$ cat config.mk
export PLATFORM = sky130hd
export DESIGN_NAME = key_gesture_detector_core_flat
export DESIGN_NICKNAME = d
export VERILOG_FILES = /design/src/rtl/core/kgd_pkg.sv /design/src/rtl/core/kgd_if.sv /design/src/rtl/core/key_gesture_detector_core.sv /design/src/rtl/core/kgd_lane.sv /design/src/rtl/core/kgd_merge.sv /design/src/flat_wrapper.sv
export SDC_FILE = /design/constraint.sdc
export NUM_CORES = 1
export LEC_CHECK = 0
export BUFFER_PORTS_ARGS = -buffer_cell sky130_fd_sc_hd__buf_4
export CORE_ASPECT_RATIO = 0.8
export CORE_MARGIN = 1
export CORE_UTILIZATION = 50
export DETAILED_ROUTE_END_ITERATION = 10
export HOLD_SLACK_MARGIN = 0.15
export PLACE_DENSITY = 0.67
export SKIP_LAST_GASP = 1
export SYNTH_ARGS = -nofsm -noshare
export SYNTH_HDL_FRONTEND = slang
export SYNTH_SLANG_ARGS = --single-unit
$ cat constraint.sdc
create_clock -name clk -period 3.2 [get_ports clk]
set_input_delay 0.8 -clock clk [delete_from_list [all_inputs] [get_ports clk]]
set_output_delay 0.8 -clock clk [all_outputs]
set_load 0.05 [all_outputs]
$ cat src/rtl/core/kgd_pkg.sv
// shared constants and types of the key gesture detector
package kgd_pkg;

    localparam int NUM_KEYS       = 5;
    localparam int COUNT_BITS     = 12;
    localparam int REG_BITS       = 12;
    localparam int FIELD_BITS     = 5;
    localparam int CFG_INDEX_BITS = 1;
    localparam int CMP_BITS       = (COUNT_BITS > REG_BITS) ? COUNT_BITS : REG_BITS;

    localparam logic [REG_BITS-1:0] DOUBLE_WINDOW_RESET = REG_BITS'(20);
    localparam logic [REG_BITS-1:0] LONG_PRESS_RESET    = REG_BITS'(20);
    localparam logic [COUNT_BITS-1:0] COUNT_MAX         = {COUNT_BITS{1'b1}};

    typedef enum logic [CFG_INDEX_BITS-1:0] {
        REG_DOUBLE_WINDOW = 1'b0,
        REG_LONG_PRESS    = 1'b1
    } cfg_index_t;

    typedef struct packed {
        logic [REG_BITS-1:0] double_window;
        logic [REG_BITS-1:0] long_press;
    } cfg_t;

    typedef struct packed {
        logic press;
        logic release_edge;
        logic click;
        logic double_click;
        logic long_press;
        logic double_long;
    } lane_ev_t;

endpackage

$ cat src/rtl/core/kgd_if.sv
// handshake channel interfaces of the key gesture detector
interface kgd_in_if;
    import kgd_pkg::*;
    logic                  valid;
    logic                  ready;
    logic [FIELD_BITS-1:0] key_levels;

    modport source (output valid, output key_levels, input ready);
    modport sink   (input valid, input key_levels, output ready);
endinterface

interface kgd_out_if;
    import kgd_pkg::*;
    logic                  valid;
    logic                  ready;
    logic [FIELD_BITS-1:0] press_edges;
    logic [FIELD_BITS-1:0] release_edges;
    logic [FIELD_BITS-1:0] click_mask;
    logic [FIELD_BITS-1:0] double_click_mask;
    logic [FIELD_BITS-1:0] long_press_mask;
    logic [FIELD_BITS-1:0] double_long_mask;

    modport source (output valid, output press_edges, output release_edges,
                    output click_mask, output double_click_mask,
                    output long_press_mask, output double_long_mask, input ready);
    modport sink   (input valid, input press_edges, input release_edges,
                    input click_mask, input double_click_mask,
                    input long_press_mask, input double_long_mask, output ready);
endinterface

interface kgd_cfg_if;
    import kgd_pkg::*;
    logic                      valid;
    logic                      ready;
    logic [CFG_INDEX_BITS-1:0] index;
    logic [REG_BITS-1:0]       data;

    modport source (output valid, output index, output data, input ready);
    modport sink   (input valid, input index, input data, output ready);
endinterface

$ cat src/rtl/core/key_gesture_detector_core.sv
// key gesture detector: one scan tick in, one beat of event masks out
// a tick's result beat is offered in the cycle after the tick is accepted
// throughput: one tick per cycle while the sink keeps up; each key has its own lane, so no unit is shared
// the input stalls only while a finished result beat waits and the sink is not ready
// reset: all keys released, counters and flags zero, both time registers 20,
// no result beat pending; no clearing pass is needed
module key_gesture_detector_core
    import kgd_pkg::*;
(
    input  logic      clk,
    input  logic      rst_n,
    kgd_in_if.sink    key_in,
    kgd_out_if.source evt_out,
    kgd_cfg_if.sink   cfg
);

    // configuration registers; the user must write them only while idle, the block does not enforce this
    logic [REG_BITS-1:0] window_reg, window_next;
    logic [REG_BITS-1:0] long_reg, long_next;
    cfg_t                cfg_cur;

    // a tick is taken whenever the output register is free or being drained
    logic                load_ok;
    logic                step;
    logic [NUM_KEYS-1:0] levels;
    lane_ev_t            lane_ev [NUM_KEYS];

    assign cfg.ready = 1'b1;

    // register write decode, one register per beat
    always_comb
    begin
        window_next = window_reg;
        long_next   = long_reg;
        if (cfg.valid)
        begin
            unique case (cfg_index_t'(cfg.index))
                REG_DOUBLE_WINDOW: window_next = cfg.data;
                REG_LONG_PRESS:    long_next   = cfg.data;
                default:           ;
            endcase
        end
    end

    always_ff @(posedge clk or negedge rst_n)
    begin
        if (!rst_n)
        begin
            window_reg <= DOUBLE_WINDOW_RESET;
            long_reg   <= LONG_PRESS_RESET;
        end
        else
        begin
            window_reg <= window_next;
            long_reg   <= long_next;
        end
    end

    assign cfg_cur.double_window = window_reg;
    assign cfg_cur.long_press    = long_reg;

    assign key_in.ready = load_ok;
    assign step         = key_in.valid && load_ok;

    // keys past the field width have no pin and read as pressed
    for (genvar k = 0; k < NUM_KEYS; k++)
    begin : g_key
        if (k < FIELD_BITS)
        begin : g_pin
            assign levels[k] = key_in.key_levels[k];
        end
        else
        begin : g_nopin
            assign levels[k] = 1'b0;
        end

        // one lane per key, all lanes step on the same tick
        kgd_lane u_lane (
            .clk   (clk),
            .rst_n (rst_n),
            .step  (step),
            .level (levels[k]),
            .cfg   (cfg_cur),
            .ev    (lane_ev[k])
        );
    end

    // gathers the lane events into the six masks of one result beat
    kgd_merge u_merge (
        .clk     (clk),
        .rst_n   (rst_n),
        .step    (step),
        .lane_ev (lane_ev),
        .load_ok (load_ok),
        .evt_out (evt_out)
    );

endmodule

$ cat src/rtl/core/kgd_lane.sv
// per-key gesture state and event logic
module kgd_lane
    import kgd_pkg::*;
(
    input  logic     clk,
    input  logic     rst_n,
    input  logic     step,
    input  logic     level,
    input  cfg_t     cfg,
    output lane_ev_t ev
);

    logic                  last_level_reg, last_level_next;
    logic                  double_reg, double_next;
    logic                  long_rep_reg, long_rep_next;
    logic [COUNT_BITS-1:0] tsc_reg, tsc_next;
    logic [COUNT_BITS-1:0] tsp_reg, tsp_next;

    logic [COUNT_BITS-1:0] tsc_inc, tsp_inc;
    logic                  change, is_press, is_release, is_short, long_hit;

    always_comb
    begin
        tsc_inc    = (tsc_reg == COUNT_MAX) ? COUNT_MAX : tsc_reg + 1'b1;
        tsp_inc    = (tsp_reg == COUNT_MAX) ? COUNT_MAX : tsp_reg + 1'b1;
        change     = level != last_level_reg;
        is_press   = change && !level;
        is_release = change && level;
        is_short   = CMP_BITS'(tsc_inc) < CMP_BITS'(cfg.long_press);
        long_hit   = !change && !level && !long_rep_reg
                     && (CMP_BITS'(tsc_inc) >= CMP_BITS'(cfg.long_press));

        ev.press        = is_press;
        ev.release_edge = is_release;
        ev.click        = is_release && is_short && !double_reg;
        ev.double_click = is_release && is_short && double_reg;
        ev.long_press   = long_hit && !double_reg;
        ev.double_long  = long_hit && double_reg;

        last_level_next = level;
        tsc_next        = change ? '0 : tsc_inc;
        tsp_next        = is_press ? '0 : tsp_inc;
        long_rep_next   = change ? 1'b0 : (long_hit ? 1'b1 : long_rep_reg);
        if (is_press)
        begin
            double_next = CMP_BITS'(tsp_inc) < CMP_BITS'(cfg.double_window);
        end
        else if ((is_release && is_short) || long_hit)
        begin
            double_next = 1'b0;
        end
        else
        begin
            double_next = double_reg;
        end
    end

    always_ff @(posedge clk or negedge rst_n)
    begin
        if (!rst_n)
        begin
            last_level_reg <= 1'b1;
            double_reg     <= 1'b0;
            long_rep_reg   <= 1'b0;
            tsc_reg        <= '0;
            tsp_reg        <= '0;
        end
        else if (step)
        begin
            last_level_reg <= last_level_next;
            double_reg     <= double_next;
            long_rep_reg   <= long_rep_next;
            tsc_reg        <= tsc_next;
            tsp_reg        <= tsp_next;
        end
    end

endmodule

$ cat src/rtl/core/kgd_merge.sv
// merges lane events into result masks and holds the output beat
module kgd_merge
    import kgd_pkg::*;
(
    input  logic      clk,
    input  logic      rst_n,
    input  logic      step,
    input  lane_ev_t  lane_ev [NUM_KEYS],
    output logic      load_ok,
    kgd_out_if.source evt_out
);

    logic                  out_valid_reg, out_valid_next;
    logic [FIELD_BITS-1:0] press_reg, release_reg, click_reg;
    logic [FIELD_BITS-1:0] dclick_reg, long_reg, dlong_reg;
    logic [FIELD_BITS-1:0] press_next, release_next, click_next;
    logic [FIELD_BITS-1:0] dclick_next, long_next, dlong_next;

    // keys beyond the field width are dropped, missing keys read as no event
    for (genvar f = 0; f < FIELD_BITS; f++)
    begin : g_bit
        if (f < NUM_KEYS)
        begin : g_key
            assign press_next[f]   = lane_ev[f].press;
            assign release_next[f] = lane_ev[f].release_edge;
            assign click_next[f]   = lane_ev[f].click;
            assign dclick_next[f]  = lane_ev[f].double_click;
            assign long_next[f]    = lane_ev[f].long_press;
            assign dlong_next[f]   = lane_ev[f].double_long;
        end
        else
        begin : g_none
            assign press_next[f]   = 1'b0;
            assign release_next[f] = 1'b0;
            assign click_next[f]   = 1'b0;
            assign dclick_next[f]  = 1'b0;
            assign long_next[f]    = 1'b0;
            assign dlong_next[f]   = 1'b0;
        end
    end

    assign load_ok        = !out_valid_reg || evt_out.ready;
    assign out_valid_next = step ? 1'b1 : (evt_out.ready ? 1'b0 : out_valid_reg);

    always_ff @(posedge clk or negedge rst_n)
    begin
        if (!rst_n)
        begin
            out_valid_reg <= 1'b0;
        end
        else
        begin
            out_valid_reg <= out_valid_next;
        end
    end

    always_ff @(posedge clk)
    begin
        if (step)
        begin
            press_reg   <= press_next;
            release_reg <= release_next;
            click_reg   <= click_next;
            dclick_reg  <= dclick_next;
            long_reg    <= long_next;
            dlong_reg   <= dlong_next;
        end
    end

    assign evt_out.valid             = out_valid_reg;
    assign evt_out.press_edges       = press_reg;
    assign evt_out.release_edges     = release_reg;
    assign evt_out.click_mask        = click_reg;
    assign evt_out.double_click_mask = dclick_reg;
    assign evt_out.long_press_mask   = long_reg;
    assign evt_out.double_long_mask  = dlong_reg;

endmodule

$ cat src/flat_wrapper.sv
// flat-port wrapper written by rule: the top's interface ports become plain ports
module key_gesture_detector_core_flat import kgd_pkg::*;
  (clk, rst_n, key_in_valid, key_in_key_levels, key_in_ready, evt_out_valid, evt_out_press_edges, evt_out_release_edges, evt_out_click_mask, evt_out_double_click_mask, evt_out_long_press_mask, evt_out_double_long_mask, evt_out_ready, cfg_valid, cfg_index, cfg_data, cfg_ready);
  kgd_in_if key_in_i ();
  kgd_out_if evt_out_i ();
  kgd_cfg_if cfg_i ();
  input  logic clk;
  input  logic rst_n;
  input wire logic [$bits(key_in_i.valid)-1:0] key_in_valid;
  input wire logic [$bits(key_in_i.key_levels)-1:0] key_in_key_levels;
  output wire logic [$bits(key_in_i.ready)-1:0] key_in_ready;
  output wire logic [$bits(evt_out_i.valid)-1:0] evt_out_valid;
  output wire logic [$bits(evt_out_i.press_edges)-1:0] evt_out_press_edges;
  output wire logic [$bits(evt_out_i.release_edges)-1:0] evt_out_release_edges;
  output wire logic [$bits(evt_out_i.click_mask)-1:0] evt_out_click_mask;
  output wire logic [$bits(evt_out_i.double_click_mask)-1:0] evt_out_double_click_mask;
  output wire logic [$bits(evt_out_i.long_press_mask)-1:0] evt_out_long_press_mask;
  output wire logic [$bits(evt_out_i.double_long_mask)-1:0] evt_out_double_long_mask;
  input wire logic [$bits(evt_out_i.ready)-1:0] evt_out_ready;
  input wire logic [$bits(cfg_i.valid)-1:0] cfg_valid;
  input wire logic [$bits(cfg_i.index)-1:0] cfg_index;
  input wire logic [$bits(cfg_i.data)-1:0] cfg_data;
  output wire logic [$bits(cfg_i.ready)-1:0] cfg_ready;
  assign key_in_i.valid = key_in_valid;
  assign key_in_i.key_levels = key_in_key_levels;
  assign key_in_ready = key_in_i.ready;
  assign evt_out_valid = evt_out_i.valid;
  assign evt_out_press_edges = evt_out_i.press_edges;
  assign evt_out_release_edges = evt_out_i.release_edges;
  assign evt_out_click_mask = evt_out_i.click_mask;
  assign evt_out_double_click_mask = evt_out_i.double_click_mask;
  assign evt_out_long_press_mask = evt_out_i.long_press_mask;
  assign evt_out_double_long_mask = evt_out_i.double_long_mask;
  assign evt_out_i.ready = evt_out_ready;
  assign cfg_i.valid = cfg_valid;
  assign cfg_i.index = cfg_index;
  assign cfg_i.data = cfg_data;
  assign cfg_ready = cfg_i.ready;
  key_gesture_detector_core u_core (.clk(clk), .rst_n(rst_n), .key_in(key_in_i), .evt_out(evt_out_i), .cfg(cfg_i));
endmodule
==> run_summary.xml, run 1 <==
<?xml version="1.0" encoding="UTF-8"?>
<metrics>
  <group name="detailed_routing">
    <metric name="routedWlPerCell" unit="um">18.4</metric>
    <metric name="vias_per_cell" unit="">6.06</metric>
    <metric name="drtAntennaViolNets" unit="">0</metric>
    <metric name="routed-via-count" unit="">11045</metric>
    <metric name="finalWirelength" unit="mm">33.4</metric>
    <metric name="firstDrtPassIters" unit="">5</metric>
    <metric name="iteration_0_drc_markers" unit="">1040</metric>
    <metric name="drt_drc_violations_left" unit="">0</metric>
  </group>
  <group name="timing">
    <metric name="drv_slew" unit="">0</metric>
    <metric name="postLayoutSetupSlackWorst" unit="ps">111</metric>
    <metric name="min_period" unit="ps">3090</metric>
    <metric name="finalSetupTns" unit="ps">0</metric>
    <metric name="max-slew-margin-rel" unit="%">57.5</metric>
    <metric name="max_clock_freq" unit="MHz">324</metric>
    <metric name="final_min_period_over_clock_period" unit="%">96.5</metric>
    <metric name="final_count_of_negative_setup_slack_endpoints" unit="">0</metric>
    <metric name="slew_worst_pin" unit="ps">635</metric>
    <metric name="skew" unit="ps">14.5</metric>
    <metric name="grt_setup_unrepaired" unit="">yes</metric>
    <metric name="timing_hold_violations_final" unit="">0</metric>
  </group>
  <group name="synthesis">
    <metric name="post_synth_inst_count" unit="">1408</metric>
    <metric name="post_synth.cell_area_avg" unit="um2">9.36</metric>
    <metric name="synth_area" unit="mm2">0.0132</metric>
    <metric name="synth_edf_count" unit="">30</metric>
    <metric name="yosys_most_used_dff" unit="">dfrtp_1</metric>
    <metric name="synth_top_cell_area_share" unit="%">28.7</metric>
    <metric name="synth.most_common_cell" unit="">a21oi_1</metric>
    <metric name="yosysUniqueCellTypes" unit="">71</metric>
    <metric name="yosys_warnings" unit="">0</metric>
    <metric name="synth_area_leaders" unit="">dfrtp_1 (29%), ha_1 (13%), edfxtp_1 (6.8%)</metric>
    <metric name="synth-seq-area-share" unit="%">37.3</metric>
    <metric name="synth_fp_nets" unit="">1571</metric>
    <metric name="synth.cells.most_frequent" unit="">a21oi_1 (152), dfrtp_1 (151), ha_1 (140)</metric>
    <metric name="ys_seq_elements" unit="">190</metric>
    <metric name="ys_async_sr_fraction" unit="%">84.2</metric>
    <metric name="post-synth-top-area-cell" unit="">dfrtp_1</metric>
  </group>
  <group name="layout">
    <metric name="drive_above_1_share" unit="%">16.5</metric>
    <metric name="nNetsFinal" unit="">1621</metric>
    <metric name="layout-area-overhead-vs-synth" unit="%">12.2</metric>
    <metric name="final_cells" unit="">1822</metric>
    <metric name="insertedDiodeCount" unit="">0</metric>
  </group>
  <group name="setup_path">
    <metric name="worstPathMaxFanout" unit="">8</metric>
    <metric name="worst_path_most_repeated_cell" unit="">nand2_1</metric>
    <metric name="timing.setup.critical_path_class" unit="">reg2reg</metric>
    <metric name="end_kind" unit="">flip-flop</metric>
    <metric name="cp_num_buf_inv" unit="">1</metric>
    <metric name="crit_required" unit="ps">3570</metric>
    <metric name="cpLargestDelayFamily" unit="">simple AND/OR/NAND/NOR gates</metric>
    <metric name="crit_path_cell_trace" unit="">buf_4 &gt; and3_2 &gt; and4_4 &gt; nand2_1 &gt; xor2_1 &gt; nand2_1 &gt; ha_1 &gt; nand4_1 &gt; or4_1 &gt; o32a_1 &gt; a21oi_1 &gt; a2bb2oi_1</metric>
    <metric name="cpPeakStageDelay" unit="ps">550</metric>
    <metric name="crit_slowest_cell" unit="">or4_1</metric>
    <metric name="critPathArrivalTime" unit="ps">3460</metric>
    <metric name="category_of_the_worst_setup_path_launch_point" unit="">flip-flop</metric>
  </group>
  <group name="power_and_ir_drop">
    <metric name="power_density" unit="mW/mm2">499</metric>
    <metric name="total_leakage_power" unit="nW">6.91</metric>
    <metric name="report.power.total" unit="mW">7.37</metric>
    <metric name="worst_ir_drop_vdd" unit="uV">440</metric>
  </group>
  <group name="floorplanning">
    <metric name="floorplan.rows" unit="">52</metric>
    <metric name="floorplan.initialDensity" unit="%">51.5</metric>
    <metric name="die_height" unit="um">147</metric>
    <metric name="ios" unit="">56</metric>
    <metric name="dieArea" unit="mm2">0.0270</metric>
    <metric name="core_area" unit="mm2">0.0256</metric>
    <metric name="die-width" unit="um">184</metric>
  </group>
  <group name="global_route">
    <metric name="globalRouteMet3Util" unit="%">4.21</metric>
    <metric name="grt-busiest-layer" unit="">met2</metric>
    <metric name="grt.met1_usage" unit="%">37.4</metric>
    <metric name="initial_antenna_violation_count" unit="">0</metric>
    <metric name="total_routing_usage_reported_by_global_routing" unit="%">25.4</metric>
    <metric name="groute.layer.met2.usage" unit="%">38.5</metric>
    <metric name="first_global_vias" unit="">10386</metric>
    <metric name="gr-total-overflow" unit="">0</metric>
    <metric name="grt_pass1_wl" unit="mm">54.3</metric>
    <metric name="grt_start_max_net_pins" unit="">68</metric>
  </group>
  <group name="place">
    <metric name="placedCellCount" unit="">1783</metric>
    <metric name="hpwlAfterDp" unit="mm">23.5</metric>
    <metric name="place.gp.congestion" unit="">0.893</metric>
    <metric name="dp_slack" unit="ps">20.4</metric>
    <metric name="numPortBuffers" unit="">54</metric>
  </group>
  <group name="min_path">
    <metric name="worstHoldPathType" unit="">in2async</metric>
  </group>
  <group name="run">
    <metric name="max-cap-violations" unit="">0</metric>
  </group>
  <group name="cts">
    <metric name="cts.sink_count" unit="">190</metric>
    <metric name="insertion_delay" unit="ps">440</metric>
    <metric name="clkTransAtPathRegs" unit="ps">80</metric>
    <metric name="cts-buffers-inserted" unit="">17</metric>
    <metric name="tritoncts" unit="">done</metric>
    <metric name="cts_buffer_depth" unit="">2</metric>
    <metric name="clock_tree.htree_level_count" unit="">4</metric>
    <metric name="clock_tree.root_cell" unit="">clkbuf_16</metric>
    <metric name="cts.hold.buffers_added" unit="">0</metric>
  </group>
  <group name="status">
    <metric name="outcome" unit="">finished clean</metric>
  </group>
</metrics>
==> cell type report <==
| type | count | area (um2) |
|---|---|---|
| clock buffers | 21 | 460 |
| multi-input cells | 1079 | 7750 |
| repair buffers | 115 | 921 |
| well taps | 351 | 439 |
| fillers | 2241 | 10800 |
| flip-flops and latches | 190 | 4920 |
| inverters | 55 | 209 |
| clock inverters | 11 | 82.6 |
==> where the power goes <==
part,switching (mW),leakage (nW),total (mW),internal (mW)
Combinational,1.29,4.24,2.26,0.962
Sequential,0.336,2.40,3.08,2.75
Clock,0.989,0.269,2.03,1.05
Total,2.62,6.91,7.37,4.75
==> placed cells by master (no fill, tap or decap), drive strengths merged, types with 41 or more instances in the layout <==
cell / instances
nand3: 53
nand2: 127
buf: 115
o21ai: 56
ha: 140
nor2: 57
inv: 59
dfrtp: 151
a22o: 44
a21oi: 153
nand4: 41
==> worst register-to-register path, stage by stage (launching register included) <==
cell       delay (ps)
dfrtp_1           380
buf_4             150
and3_2            240
and4_4            230
nand2_1           100
xor2_1            150
nand2_1            80
ha_1              300
nand4_1           130
or4_1             550
o32a_1            380
a21oi_1           170
a2bb2oi_1         160
==> path summary, 6_finish.rpt <==
check,start,end,slack [ps],cells past startpoint
setup / recovery,u_core.g_key[0].u_lane.tsc_reg[0],u_core.g_key[0].u_lane.long_rep_reg,110,12
hold / removal,rst_n,u_core.g_key[1].u_lane.tsp_reg[5],330,1
setup reg to reg,u_core.g_key[0].u_lane.tsc_reg[0],u_core.g_key[0].u_lane.long_rep_reg,110,12
hold reg to reg,u_core.long_reg[5],u_core.long_reg[5],510,1
max in group asynchronous,rst_n,u_core.g_key[3].u_lane.last_level_reg,2060,2
min in group clk,u_core.long_reg[5],u_core.long_reg[5],510,1
==> kinds of logic after synthesis <==
| group | Yosys count | synth area share, % |
|---|---|---|
| adders and majority gates | 140 | 13.3 |
| DFF | 190 | 37.3 |
| other | 1 | 0.0285 |
| buffers and inverters | 139 | 4.80 |
| xor gates and xnor gates | 53 | 3.52 |
| muxes | 25 | 2.14 |
| and+or+nand+nor | 424 | 16.9 |
| AOI/OAI and AO/OA | 436 | 22.1 |
==> what timing repair did <==
| item | in CTS | in global routing |
|---|---|---|
| pin swaps | 0 | 7 |
| setup endpoints to repair | 1 | 24 |
| resized for setup | 1 | 35 |
| setup buffers | 0 | 7 |
==> metrics by stage <==
stage	utilization (%)	hold slack [ps]	area, um2
floorplan	-	479	13200
global placement	55.0	488	14100
detailed placement	55.0	493	14100
CTS	57.2	336	14600
global route	57.8	361	14800
finish	57.8	334	14800
==> routing by layer <==
metal,up-vias,wire length [um]
met1,5384,16400
met2,277,14800
li1,5353,-
met3,31,1760
met5,-,0
met4,0,475
Note: power is estimated with default switching activity, not from simulation.
==> run 2, diff against run 1 <==
SYNTH_HIERARCHICAL = 1   (was not set)
clock period = 2.65 ns   (was 3.2 ns; I/O delays follow)
==> run 2 against run 1 <==
Effect of this change: the flow now finishes with violations (negative setup slack); power up 39%; combinational power up 66%; maximum frequency up 14%; synthesized area up 4.0%; synthesized cell count up 9.4%; flip-flop and latch count unchanged; critical path type unchanged.
==> run_summary.xml, run 2 <==
<?xml version="1.0" encoding="UTF-8"?>
<metrics>
  <group name="layout">
    <metric name="finalInstanceArea" unit="mm2">0.0182</metric>
    <metric name="layout-area-overhead-vs-synth" unit="%">32.6</metric>
    <metric name="final_cells" unit="">2178</metric>
    <metric name="drive_above_1_share" unit="%">33.9</metric>
    <metric name="insertedDiodeCount" unit="">0</metric>
    <metric name="post-route-util" unit="%">68.3</metric>
    <metric name="nNetsFinal" unit="">1971</metric>
    <metric name="mostFrequentLayoutCell" unit="">buf_4</metric>
    <metric name="final_cell_mix" unit="">buf_4 (307), a21oi_1 (160), inv_1 (149), nand2_1 (142), dfrtp_1 (141)</metric>
  </group>
  <group name="synthesis">
    <metric name="synth_area" unit="mm2">0.0137</metric>
    <metric name="synth_edf_count" unit="">30</metric>
    <metric name="synth-seq-area-share" unit="%">35.9</metric>
    <metric name="yosys_warnings" unit="">6</metric>
    <metric name="post-synth-top-area-cell" unit="">dfrtp_1</metric>
    <metric name="ys_async_sr_fraction" unit="%">84.2</metric>
    <metric name="synth_fp_nets" unit="">1703</metric>
    <metric name="synth_top_cell_area_share" unit="%">27.6</metric>
    <metric name="post_synth.cell_area_avg" unit="um2">8.90</metric>
    <metric name="post_synth_inst_count" unit="">1540</metric>
    <metric name="synth.most_common_cell" unit="">a21oi_1</metric>
    <metric name="synth.cells.most_frequent" unit="">a21oi_1 (174), nand2_1 (157), dfrtp_1 (151)</metric>
    <metric name="yosysUniqueCellTypes" unit="">68</metric>
    <metric name="synth_area_leaders" unit="">dfrtp_1 (28%), ha_1 (13%), edfxtp_1 (6.6%)</metric>
    <metric name="yosys_most_used_dff" unit="">dfrtp_1</metric>
    <metric name="ys_seq_elements" unit="">190</metric>
  </group>
  <group name="setup_path">
    <metric name="category_of_the_worst_setup_path_launch_point" unit="">flip-flop</metric>
    <metric name="worstPathMaxFanout" unit="">4</metric>
    <metric name="cpLargestDelayFamily" unit="">simple AND/OR/NAND/NOR gates</metric>
    <metric name="cpPeakStageDelay" unit="ps">500</metric>
    <metric name="cp_num_buf_inv" unit="">1</metric>
    <metric name="timing.setup.critical_path_class" unit="">reg2reg</metric>
    <metric name="end_kind" unit="">flip-flop</metric>
    <metric name="crit_path_cell_trace" unit="">ha_4 &gt; nand2_4 &gt; nor2_4 &gt; buf_4 &gt; xnor2_1 &gt; nand2_1 &gt; ha_1 &gt; nand4_1 &gt; a211oi_2 &gt; o41a_1 &gt; and2_1</metric>
    <metric name="crit_slowest_cell" unit="">o41a_1</metric>
    <metric name="critPathArrivalTime" unit="ps">2920</metric>
    <metric name="crit_required" unit="ps">2860</metric>
  </group>
  <group name="timing">
    <metric name="max-slew-margin-rel" unit="%">48.2</metric>
    <metric name="postLayoutSetupSlackWorst" unit="ps">-56.0</metric>
    <metric name="final_min_period_over_clock_period" unit="%">102</metric>
    <metric name="timing_hold_violations_final" unit="">0</metric>
    <metric name="grt_setup_unrepaired" unit="">yes</metric>
    <metric name="min_period" unit="ps">2710</metric>
    <metric name="final_count_of_negative_setup_slack_endpoints" unit="">10</metric>
    <metric name="drv_slew" unit="">0</metric>
    <metric name="skew" unit="ps">14.3</metric>
    <metric name="slew_worst_pin" unit="ps">769</metric>
    <metric name="max_clock_freq" unit="MHz">370</metric>
    <metric name="final.hold.worst_slack" unit="ps">157</metric>
    <metric name="finalSetupTns" unit="ps">-303</metric>
  </group>
  <group name="place">
    <metric name="placedCellCount" unit="">2096</metric>
    <metric name="place.gp.congestion" unit="">0.882</metric>
    <metric name="hpwlAfterDp" unit="mm">27.1</metric>
    <metric name="placed_area" unit="mm2">0.0161</metric>
    <metric name="numPortBuffers" unit="">54</metric>
  </group>
  <group name="cts">
    <metric name="clkTransAtPathRegs" unit="ps">90</metric>
    <metric name="tritoncts" unit="">done</metric>
    <metric name="insertion_delay" unit="ps">460</metric>
    <metric name="cts.sink_count" unit="">190</metric>
    <metric name="cts.hold.buffers_added" unit="">0</metric>
    <metric name="cts-buffers-inserted" unit="">17</metric>
    <metric name="clock_tree.root_cell" unit="">clkbuf_16</metric>
    <metric name="cts_buffer_depth" unit="">2</metric>
    <metric name="clock_tree.htree_level_count" unit="">4</metric>
  </group>
  <group name="detailed_routing">
    <metric name="finalWirelength" unit="mm">40.1</metric>
    <metric name="drt_drc_violations_left" unit="">0</metric>
    <metric name="vias_per_cell" unit="">5.86</metric>
    <metric name="routedWlPerCell" unit="um">18.4</metric>
    <metric name="drtAntennaViolNets" unit="">0</metric>
    <metric name="iteration_0_drc_markers" unit="">862</metric>
    <metric name="firstDrtPassIters" unit="">5</metric>
    <metric name="routed-via-count" unit="">12764</metric>
  </group>
  <group name="power_and_ir_drop">
    <metric name="worst_ir_drop_vdd" unit="uV">481</metric>
    <metric name="power_density" unit="mW/mm2">565</metric>
    <metric name="total_leakage_power" unit="nW">8.85</metric>
  </group>
  <group name="status">
    <metric name="violations" unit="">negative setup slack</metric>
    <metric name="outcome" unit="">finished, violations left</metric>
  </group>
  <group name="floorplanning">
    <metric name="ios" unit="">56</metric>
    <metric name="floorplan.rows" unit="">53</metric>
    <metric name="die_height" unit="um">150</metric>
    <metric name="core_area" unit="mm2">0.0266</metric>
    <metric name="dieArea" unit="mm2">0.0281</metric>
    <metric name="die-width" unit="um">187</metric>
    <metric name="floorplan.initialDensity" unit="%">51.6</metric>
  </group>
  <group name="global_route">
    <metric name="total_routing_usage_reported_by_global_routing" unit="%">28.2</metric>
    <metric name="initial_antenna_violation_count" unit="">0</metric>
    <metric name="grt_pass1_wl" unit="mm">62.7</metric>
    <metric name="gr-total-overflow" unit="">0</metric>
    <metric name="grt_start_max_net_pins" unit="">75</metric>
    <metric name="first_global_vias" unit="">12264</metric>
  </group>
  <group name="run">
    <metric name="max-cap-violations" unit="">0</metric>
  </group>
  <group name="min_path">
    <metric name="worstHoldPathType" unit="">in2async</metric>
  </group>
</metrics>
run 2: changes by cell type in the layout (fill, tap and decap cells not counted), sizes merged, moves of 18 or more:
cell,change
nor4,+18
o22a,-28
a31o,+22
nand2,+31
buf,+208
a21oi,+21
a22o,-20
inv,+100
run 2: metrics by stage:
stage / power [mW] / setup WS, ps
after floorplan: 5.84 / -20.1
after global placement: 6.96 / -77.4
after detailed placement: 7.09 / -192
after CTS: 9.95 / -20.0
after global routing: 10.9 / -198
final: 10.3 / -56.0
run 2: what timing repair did:
item	CTS	global route
cloned	0	1
endpoints found under the setup margin	30	30
setup buffers	21	29
resized for setup	85	119
pin swaps	40	65
run 2: logic make-up after synthesis:
logic type               Yosys count  share of synthesized area, %
multiplexers                      33                          2.98
adder cells (fa/ha/maj)          140                          12.8
flip-flops                       190                          35.9
buffers and inverters            223                          6.99
AO/OA/AOI/OAI                    432                          20.4
other                              1                        0.0274
XOR/XNOR                          62                          3.96
AND/OR/NAND/NOR                  459                          17.0
run 2: path summary, 6_finish.rpt:
check,start,cells past startpoint,slack [ps],to
max,u_core/g_key[4].u_lane/tsc_reg[1],11,-60,u_core/u_merge/evt_out.double_long_mask[4]
min,rst_n,1,160,u_core/g_key[0].u_lane/tsc_reg[6]
max reg2reg,u_core/g_key[4].u_lane/tsc_reg[1],11,-60,u_core/u_merge/evt_out.double_long_mask[4]
min reg2reg,u_core/g_key[2].u_lane/long_rep_reg,1,520,u_core/g_key[2].u_lane/long_rep_reg
max in group asynchronous,rst_n,2,1770,u_core/g_key[2].u_lane/last_level_reg
min in group clk,key_in_key_levels[1],3,450,u_core/g_key[1].u_lane/last_level_reg
run 2: power breakdown:
part           internal [mW]  leakage (nW)  switching [mW]
logic                   1.80          6.16            1.96
registers               3.33          2.39           0.492
clock network           1.38         0.304            1.31
run 2: cell type report:
| type | instances | area [um2] |
|---|---|---|
| multi-input combinational | 1127 | 9100 |
| fill | 1996 | 8420 |
| sequential | 190 | 4930 |
| timing repair buffer | 323 | 2530 |
| inverter | 149 | 559 |
| clock buffer | 19 | 475 |
| tap | 357 | 447 |
| clock inverter | 13 | 136 |
run 2: worst register-to-register path, stage by stage (launching register included):
cell and delay, ps:
dfrtp_2 460, ha_4 190, nand2_4 110, nor2_4 60, buf_4 140, xnor2_1 200
nand2_1 110, ha_1 290, nand4_1 150, a211oi_2 70, o41a_1 500, and2_1 200
run 2: metal layers:
layer	GRT usage, %	wire length (um)
met5	0	0
met3	4.52	2040
met4	11.2	1020
met2	45.0	18500
met1	38.5	18500
==> run 3, diff against run 2 <==
CORE_UTILIZATION = 55   (was 50)
PLACE_DENSITY = 0.73   (was 0.67)
==> run 3 against run 2 <==
Effect of this change: sequential share of layout area up 0.49 points; non-clock buffer count fell by 16; combinational power down 3%; largest power group unchanged; maximum frequency is 2.3% lower; register-to-register slack got worse by 60 ps; global-route usage increased by 1.8 points; the flow still finishes with violations (negative setup slack); via count rose by 1.2%.
==> run_summary.xml, run 3 (synthesis gave the netlist of run 2 again) <==
<?xml version="1.0" encoding="UTF-8"?>
<metrics>
  <group name="setup_path">
    <metric name="cp-startpoint" unit="">u_core/g_key[4].u_lane/tsc_reg[5]</metric>
    <metric name="worstPathMaxFanout" unit="">5</metric>
    <metric name="end_kind" unit="">flip-flop</metric>
    <metric name="category_of_the_worst_setup_path_launch_point" unit="">flip-flop</metric>
    <metric name="timing.setup.critical_path_class" unit="">reg2reg</metric>
    <metric name="crit_required" unit="ps">2860</metric>
    <metric name="critPathArrivalTime" unit="ps">2980</metric>
    <metric name="reg2reg_from" unit="">u_core/g_key[4].u_lane/tsc_reg[5]</metric>
  </group>
  <group name="layout">
    <metric name="insertedDiodeCount" unit="">0</metric>
    <metric name="mostFrequentLayoutCell" unit="">buf_4</metric>
    <metric name="post-route-util" unit="%">73.2</metric>
    <metric name="finalInstanceArea" unit="mm2">0.0178</metric>
    <metric name="drive_above_1_share" unit="%">32.6</metric>
    <metric name="layout-area-overhead-vs-synth" unit="%">30.2</metric>
    <metric name="nNetsFinal" unit="">1956</metric>
    <metric name="final_cell_mix" unit="">buf_4 (293), a21oi_1 (165), inv_1 (149), nand2_1 (146), dfrtp_1 (142)</metric>
  </group>
  <group name="power_and_ir_drop">
    <metric name="total_leakage_power" unit="nW">8.71</metric>
    <metric name="report.power.total" unit="mW">10.1</metric>
    <metric name="worst_ir_drop_vdd" unit="uV">509</metric>
    <metric name="power_density" unit="mW/mm2">565</metric>
  </group>
  <group name="global_route">
    <metric name="gr-total-overflow" unit="">0</metric>
    <metric name="grt_pass1_wl" unit="mm">59.9</metric>
    <metric name="grt_start_max_net_pins" unit="">55</metric>
    <metric name="total_routing_usage_reported_by_global_routing" unit="%">30.0</metric>
    <metric name="initial_antenna_violation_count" unit="">1</metric>
    <metric name="first_global_vias" unit="">12044</metric>
  </group>
  <group name="place">
    <metric name="dp_slack" unit="ps">-135</metric>
    <metric name="placed_area" unit="mm2">0.0159</metric>
    <metric name="hpwlAfterDp" unit="mm">26.5</metric>
    <metric name="place.gp.congestion" unit="">0.904</metric>
    <metric name="numPortBuffers" unit="">54</metric>
  </group>
  <group name="floorplanning">
    <metric name="die-width" unit="um">179</metric>
    <metric name="core_area" unit="mm2">0.0244</metric>
    <metric name="floorplan.rows" unit="">51</metric>
    <metric name="floorplan.initialDensity" unit="%">56.2</metric>
    <metric name="die_height" unit="um">143</metric>
    <metric name="ios" unit="">56</metric>
    <metric name="dieArea" unit="mm2">0.0256</metric>
  </group>
  <group name="cts">
    <metric name="cts.sink_count" unit="">190</metric>
    <metric name="tritoncts" unit="">done</metric>
    <metric name="cts-buffers-inserted" unit="">17</metric>
    <metric name="clkTransAtPathRegs" unit="ps">80</metric>
    <metric name="insertion_delay" unit="ps">460</metric>
    <metric name="cts_buffer_depth" unit="">2</metric>
    <metric name="clock_tree.htree_level_count" unit="">4</metric>
    <metric name="clock_tree.root_cell" unit="">clkbuf_16</metric>
  </group>
  <group name="detailed_routing">
    <metric name="firstDrtPassIters" unit="">5</metric>
    <metric name="iteration_0_drc_markers" unit="">1227</metric>
    <metric name="routed-via-count" unit="">12917</metric>
    <metric name="finalWirelength" unit="mm">39.3</metric>
    <metric name="drt_drc_violations_left" unit="">0</metric>
    <metric name="vias_per_cell" unit="">6.08</metric>
    <metric name="routedWlPerCell" unit="um">18.5</metric>
    <metric name="drtAntennaViolNets" unit="">0</metric>
  </group>
  <group name="timing">
    <metric name="grt_setup_unrepaired" unit="">yes</metric>
    <metric name="postLayoutSetupSlackWorst" unit="ps">-119</metric>
    <metric name="slew_worst_pin" unit="ps">841</metric>
    <metric name="skew" unit="ps">11.1</metric>
    <metric name="min_period" unit="ps">2770</metric>
    <metric name="drv_slew" unit="">0</metric>
    <metric name="final_count_of_negative_setup_slack_endpoints" unit="">19</metric>
    <metric name="final_min_period_over_clock_period" unit="%">105</metric>
    <metric name="max_clock_freq" unit="MHz">361</metric>
    <metric name="max-slew-margin-rel" unit="%">43.4</metric>
    <metric name="timing_hold_violations_final" unit="">0</metric>
    <metric name="finalSetupTns" unit="ps">-1000</metric>
  </group>
  <group name="status">
    <metric name="violations" unit="">negative setup slack</metric>
    <metric name="outcome" unit="">finished, violations left</metric>
  </group>
  <group name="min_path">
    <metric name="hp-start" unit="">key_in_key_levels[1]</metric>
    <metric name="worstHoldPathType" unit="">in2reg</metric>
  </group>
  <group name="run">
    <metric name="max-cap-violations" unit="">0</metric>
  </group>
</metrics>
-- run 3: cell types whose count changed in the layout (fill, tap and decap cells not counted), moves of 4 or more --
cell,change
a21oi_1,+5
a211oi_1,-4
o21ai_1,+7
inv_8,-4
buf_4,-14
o21ai_2,-6
nand2_2,-5
nand3_4,-5
nand2_1,+4
-- run 3: where the power goes --
part,internal (mW),switching [mW],total [mW]
Clock,1.36,1.26,2.61
Combinational,1.73,1.93,3.66
Sequential,3.33,0.491,3.82
Total,6.41,3.68,10.1
-- run 3: worst max-delay path, stage by stage (launching register included) --
cell and delay (ps):
dfrtp_1 400, nand3_4 140, buf_6 170, nor2_4 140, nand3_4 140, nand2b_4 120
ha_4 190, nor2b_1 130, o211ai_1 260, a211oi_2 140, o41a_1 460, and2_1 220
-- run 3: worst paths after layout --
path	to	slack (ps)	cells past startpoint
min in group asynchronous	u_core/g_key[0].u_lane/tsc_reg[8]	640	2
hold reg to reg	u_core/g_key[4].u_lane/long_rep_reg	520	1
max in group asynchronous	u_core/g_key[4].u_lane/last_level_reg	1320	3
hold / removal	u_core/g_key[1].u_lane/last_level_reg	450	3
setup / recovery	u_core/u_merge/evt_out.long_press_mask[4]	-120	11
setup reg to reg	u_core/u_merge/evt_out.long_press_mask[4]	-120	11
-- run 3: layer usage --
layer | GRT usage (%) | up-vias | wire [um]
met3 | 4.87 | 109 | 2560
met2 | 46.3 | 513 | 18100
li1 | - | 6039 | -
met4 | 13.4 | 0 | 1390
met5 | 0 | - | 0
met1 | 41.2 | 6256 | 17200
-- run 3: through the flow --
stage | cells | hold slack [ps]
CTS | 2099 | 438
detailed placement | 2038 | 510
global placement | 2038 | 496
floorplan | 1540 | 367
global route | 2124 | 447
finish | 2124 | 447
-- run 3: layout make-up --
type	count	area, um2
Fill cell	1686	6530
Multi-Input combinational cell	1128	9000
Clock buffer	18	439
Sequential cell	190	4930
Timing Repair Buffer	307	2380
Clock inverter	14	144
Tap cell	318	398
Inverter	149	559
-- run 3: repair_timing --
action | CTS | global route
pin swaps | 33 | 63
gates cloned | 0 | 1
setup buffers | 28 | 25
endpoints found under the hold margin | 23 | 0
hold buffers | 1 | 0
setup endpoints to repair | 26 | 28
gates resized for setup | 65 | 119
